## src/hw/rtl/lcdcd_pkg.sv

```systemverilog
// Shared constants, types and helper functions of the LCD column driver bank.
package lcdcd_pkg;

   localparam int NUM_DRIVERS     = 10;
   localparam int RAM_PER_DRIVER  = 256;
   localparam int VISIBLE_COLUMNS = 50;
   localparam int RAM_DEPTH       = NUM_DRIVERS * RAM_PER_DRIVER;
   localparam int RAM_AW          = $clog2(RAM_DEPTH);
   localparam int SEL_W           = 10;
   localparam int DRV_W           = 4;
   localparam int PTR_W           = 8;
   localparam int COL_W           = 6;

   localparam logic       MODE_WRITE = 1'b0;
   localparam logic       MODE_READ  = 1'b1;

   localparam logic [7:0] PORT_SEL_LO_A  = 8'hB1;
   localparam logic [7:0] PORT_SEL_LO_B  = 8'hB9;
   localparam logic [7:0] PORT_SEL_HI_A  = 8'hB2;
   localparam logic [7:0] PORT_SEL_HI_B  = 8'hBA;
   localparam logic [7:0] PORT_PTR_FIRST = 8'hF0;
   localparam logic [7:0] PORT_PTR_LAST  = 8'hFE;
   localparam logic [7:0] PORT_DATA      = 8'hFF;

   localparam logic [7:0] PTR_PORT_READ_VALUE = 8'd64;
   localparam logic [7:0] PAGE_MASK           = 8'hC0;

   typedef struct packed {
      logic capture;
      logic clear_step;
      logic load_mask;
      logic draw_step;
      logic rd_issue;
      logic rd_emit;
      logic simple;
   } cmd_type;

   typedef struct packed {
      logic clear_done;
      logic draw_op;
      logic read_op;
      logic draw_final;
      logic out_free;
   } sts_type;

   function automatic logic col_visible(input logic [PTR_W-1:0] ptr);
      return {1'b0, ptr[COL_W-1:0]} < (COL_W+1)'(VISIBLE_COLUMNS);
   endfunction

   function automatic logic [DRV_W-1:0] lowest_index(input logic [NUM_DRIVERS-1:0] mask);
      logic [DRV_W-1:0] idx;
      idx = '0;
      for (int i = NUM_DRIVERS - 1; i >= 0; i--) begin
         if (mask[i]) idx = DRV_W'(i);
      end
      return idx;
   endfunction

   function automatic logic [RAM_AW-1:0] ram_index(input logic [DRV_W-1:0] drv,
                                                   input logic [PTR_W-1:0] ptr);
      return RAM_AW'({drv, ptr});
   endfunction

endpackage

```

## src/hw/rtl/lcdcd_controller.sv

```systemverilog
// Controller: sequences RAM clearing, word intake, draw loop and data reads.
module lcdcd_controller import lcdcd_pkg::*; (
   input  logic    clock,
   input  logic    reset,
   input  logic    req_tvalid,
   output logic    req_tready,
   input  sts_type sts,
   output cmd_type cmd
);

   localparam logic [2:0] ST_CLEAR  = 3'd0;
   localparam logic [2:0] ST_IDLE   = 3'd1;
   localparam logic [2:0] ST_DECODE = 3'd2;
   localparam logic [2:0] ST_DRAW   = 3'd3;
   localparam logic [2:0] ST_RDOUT  = 3'd4;

   logic [2:0] state_ff, state_in;

   assign req_tready = (state_ff == ST_IDLE);

   always_comb begin
      state_in = state_ff;
      cmd      = '0;
      unique case (state_ff)
         ST_CLEAR: begin
            cmd.clear_step = 1'b1;
            if (sts.clear_done) state_in = ST_IDLE;
         end
         ST_IDLE: begin
            if (req_tvalid) begin
               cmd.capture = 1'b1;
               state_in    = ST_DECODE;
            end
         end
         ST_DECODE: begin
            priority if (sts.draw_op) begin
               cmd.load_mask = 1'b1;
               state_in      = ST_DRAW;
            end else if (sts.read_op) begin
               cmd.rd_issue = 1'b1;
               state_in     = ST_RDOUT;
            end else if (sts.out_free) begin
               cmd.simple = 1'b1;
               state_in   = ST_IDLE;
            end else begin
               state_in = ST_DECODE;
            end
         end
         ST_DRAW: begin
            // one draw word per pending driver; an empty mask yields a single blank word
            if (sts.out_free) begin
               cmd.draw_step = 1'b1;
               if (sts.draw_final) state_in = ST_IDLE;
            end
         end
         ST_RDOUT: begin
            if (sts.out_free) begin
               cmd.rd_emit = 1'b1;
               state_in    = ST_IDLE;
            end
         end
         default: state_in = ST_IDLE;
      endcase
   end

   always_ff @(posedge clock) begin
      if (reset) begin
         state_ff <= ST_CLEAR;
      end else begin
         state_ff <= state_in;
      end
   end

endmodule
```

## config.mk

```make
export PLATFORM = sky130hd
export DESIGN_NAME = lcdcd_controller
export DESIGN_NICKNAME = d
export VERILOG_FILES = /design/src/hw/rtl/lcdcd_pkg.sv /design/src/hw/rtl/lcdcd_controller.sv
export SDC_FILE = /design/constraint.sdc
export NUM_CORES = 1
export LEC_CHECK = 0
export BUFFER_PORTS_ARGS = -buffer_cell sky130_fd_sc_hd__buf_2
export CORE_AREA = 3 3 40 42
export CTS_BUF_LIST = sky130_fd_sc_hd__clkbuf_4 sky130_fd_sc_hd__clkbuf_8 sky130_fd_sc_hd__clkbuf_16
export DETAILED_ROUTE_END_ITERATION = 7
export DIE_AREA = 0 0 43 45
export SETUP_SLACK_MARGIN = 0.3
export SKIP_LAST_GASP = 1
export SLEW_MARGIN = 25
export SYNTH_ARGS = -nofsm -noshare
export SYNTH_HDL_FRONTEND = slang
export SYNTH_SLANG_ARGS = --single-unit
```

## constraint.sdc

```tcl
create_clock -name clock -period 1.85 [get_ports clock]
set_input_delay 0.2775 -clock clock [delete_from_list [all_inputs] [get_ports clock]]
set_output_delay 0.2775 -clock clock [all_outputs]
set_load 0.01 [all_outputs]
```

==> flow_metrics.env <==
export IMPL_leakagePower_nw=0.196
export IMPL_synth_fp_nets=43
export IMPL_p_sw_uw=204
export IMPL_nets=60
export IMPL_grt_max_degree=12
export IMPL_clockBufferDepth=2
export IMPL_cp_max_fo=11
export IMPL_fin_ws_ns=0.360
export IMPL_powerDensity_nw_per_um2=1180
export IMPL_status="complete, no violations"
export IMPL_ys_types=23
export IMPL_die_width_um=43
export IMPL_cts_root_buffer="clkbuf_4"
export IMPL_grt_overflow_total=0
export IMPL_slew_viol_final=0
export IMPL_p_int_uw=310
export IMPL_critPathLaunchType="flip-flop"
export IMPL_tns_ns=0
export IMPL_fmax_ghz=0.671
export IMPL_largest_reg_flops=3
export IMPL_fin_skew_ns=0.00761
export IMPL_setup_viol=0
export IMPL_clk_pin_slew_ns=0.04
export IMPL_fill_cells=146
export IMPL_viasPerCell=4.80
export IMPL_cts_setup_buffers=0
export IMPL_slowest_stage="dfxtp_2"
export IMPL_dr_pass1_iters=3
export IMPL_slew_headroom_pct=69.4
export IMPL_core_region_area_um2=1280
export IMPL_fin_crit_ns=1.49
export IMPL_max_flop_register="state_ff"
export IMPL_dp_hpwl_um=598
export IMPL_grt_pass1_vias=328
export IMPL_drtIter0Drc=3
export IMPL_top_regs="state_ff: 3 flops"
export IMPL_rows=13
export IMPL_area_delta_synth_final_pct=39.8
export IMPL_p_clk_share_pct=26.2
export IMPL_crit_type="reg2out"
export IMPL_wirelength_um=790
export IMPL_wl_per_cell_um=12.0
export IMPL_syn_avg_cell_area_um2=8.90
export IMPL_cts_buffers=3
export IMPL_hold_viol_final=0
export IMPL_ant_nets=0
export IMPL_combPwrFrac_pct=46.3
export IMPL_dpl_worst_slack_ns=0.394
export IMPL_slowest_delay_ns=0.36
export IMPL_ys_ff_latch=3
export IMPL_ys_warn_count=0
export IMPL_antenna_found_initial=0
export IMPL_final_common_cell="buf_2"
export IMPL_hold_path_class="in2reg"
export IMPL_num_vias=317
export IMPL_htree_levels=1
export IMPL_swShare_pct=39.8
export IMPL_gp_routability_congestion=0.718
export IMPL_grt_use_total_pct=9.40
export IMPL_port_buffers=15
export IMPL_cp_num_buf_inv=1
export IMPL_numClockSinks=3
export IMPL_drc=0
export IMPL_worstSkewPairLatency_ns=0.24
export IMPL_crit_chain="nor4b_2, and2_1, buf_2"
export IMPL_top_level_ports=16
export IMPL_dieHeight_um=45
export IMPL_cts_tree="done"
export IMPL_synthesis_area_um2=312
export IMPL_die_area_um2=1940
export IMPL_initial_core_util_pct=24.2
export IMPL_endpoint_kind="output port"
export IMPL_rsz0062_at_grt="yes"
export IMPL_crit_family="simple AND/OR/NAND/NOR gates"
export IMPL_pwr_share_seq_pct=27.5
export IMPL_cts_hold_buf=0
export IMPL_cp_required_ns=1.57
export IMPL_ys_seq_area_share_pct=19.3
export IMPL_ir_worst_vdd_mv=0.330
export IMPL_max_cap_viol_count=0
export IMPL_layout_common_cells="15 x buf_2, 4 x and2_1, 4 x nor2b_1, 4 x clkbuf_4"
export IMPL_syn_inst=35
export IMPL_tightest_slew_ns=0.454
export IMPL_drive_gt1_share_pct=58.8
export IMPL_grt_pass1_wl_um=1330
export IMPL_crit_arrival_ns=1.21
export IMPL_antenna_cells=0
export IMPL_period_share_pct=80.5
[through the flow]
step | total power [mW] | hold WS, ns | instance area, um^2 | cells | util, %
final | 0.514 | 0.258 | 435 | 66 | 33.9
after global placement | 0.360 | 0.518 | 388 | 62 | 30.2
after floorplan | 0.303 | 0.380 | 312 | 35 | -
after global routing | 0.555 | 0.279 | 435 | 66 | 33.9
after CTS | 0.516 | 0.254 | 427 | 66 | 33.2
after detailed placement | 0.365 | 0.524 | 388 | 62 | 30.2
[worst paths after layout]
path | start | end | slack [ns] | depth (start not counted)
min | reset | state_ff[1] | 0.26 | 2
min reg2reg | state_ff[2] | state_ff[1] | 0.57 | 1
max reg2reg | state_ff[2] | state_ff[1] | 0.45 | 4
max | state_ff[0] | cmd[2] | 0.36 | 3
[power by group through the flow]
| stage | Combinational (mW) | Sequential (mW) | Clock [mW] |
|---|---|---|---|
| after floorplan | 0.214 | 0.0893 | 0 |
| after global placement | 0.230 | 0.130 | 0 |
| after detailed placement | 0.235 | 0.130 | 0 |
| after CTS | 0.239 | 0.135 | 0.142 |
| after global routing | 0.260 | 0.149 | 0.145 |
| final | 0.238 | 0.141 | 0.135 |
[cell families after synthesis]
family | Yosys count | share of synthesized area (%)
buffers and inverters | 5 | 8.03
DFF | 3 | 19.3
AOI/OAI and AO/OA | 8 | 26.5
and+or+nand+nor | 19 | 46.2
[Yosys cell counts]
library cell / n / area (um^2)
dfxtp_1: 3 / 60.1
a32o_1: 1 / 10.0
o21ai_2: 1 / 8.76
nor4b_1: 1 / 8.76
nor3_1: 1 / 5.00
and2_1: 4 / 25.0
nand3_1: 1 / 5.00
nor3b_1: 2 / 15.0
nor4_1: 1 / 6.26
o21bai_1: 2 / 15.0
and3b_4: 1 / 12.5
a211oi_4: 1 / 20.0
and4bb_2: 1 / 12.5
nor4b_2: 1 / 15.0
o41ai_2: 1 / 16.3
nand2_1: 1 / 3.75
buf_4: 1 / 7.51
nor4bb_1: 1 / 10.0
inv_1: 2 / 7.51
a21oi_1: 1 / 5.00
nor2b_1: 4 / 25.0
buf_2: 2 / 10.0
o21a_1: 1 / 7.51
[what timing repair did]
| item | 4_1_cts | 5_1_grt |
|---|---|---|
| endpoints found under the setup margin | 5 | 2 |
| gates cloned | 0 | 0 |
| resized for setup | 4 | 2 |
| hold endpoints to repair | 0 | 0 |
[final cells by class]
class | count | area [um^2] | area share, %
clock buffer | 4 | 30.0 | 6.90
inverter | 2 | 7.51 | 1.72
multi-input combinational | 27 | 238 | 54.6
sequential | 3 | 66.3 | 15.2
tap | 15 | 18.8 | 4.31
timing repair buffer | 15 | 75.1 | 17.2
[routing by layer]
metal | share of wire [%] | GRT usage (%) | vias up
li1 | - | - | 160
met1 | 40 | 9.62 | 145
met2 | 51 | 15.9 | 10
met3 | 5.6 | 1.99 | 2
met4 | 2.9 | 9.04 | 0
met5 | 0 | 0 | -
No activity file was read; power rests on OpenSTA's default activity.
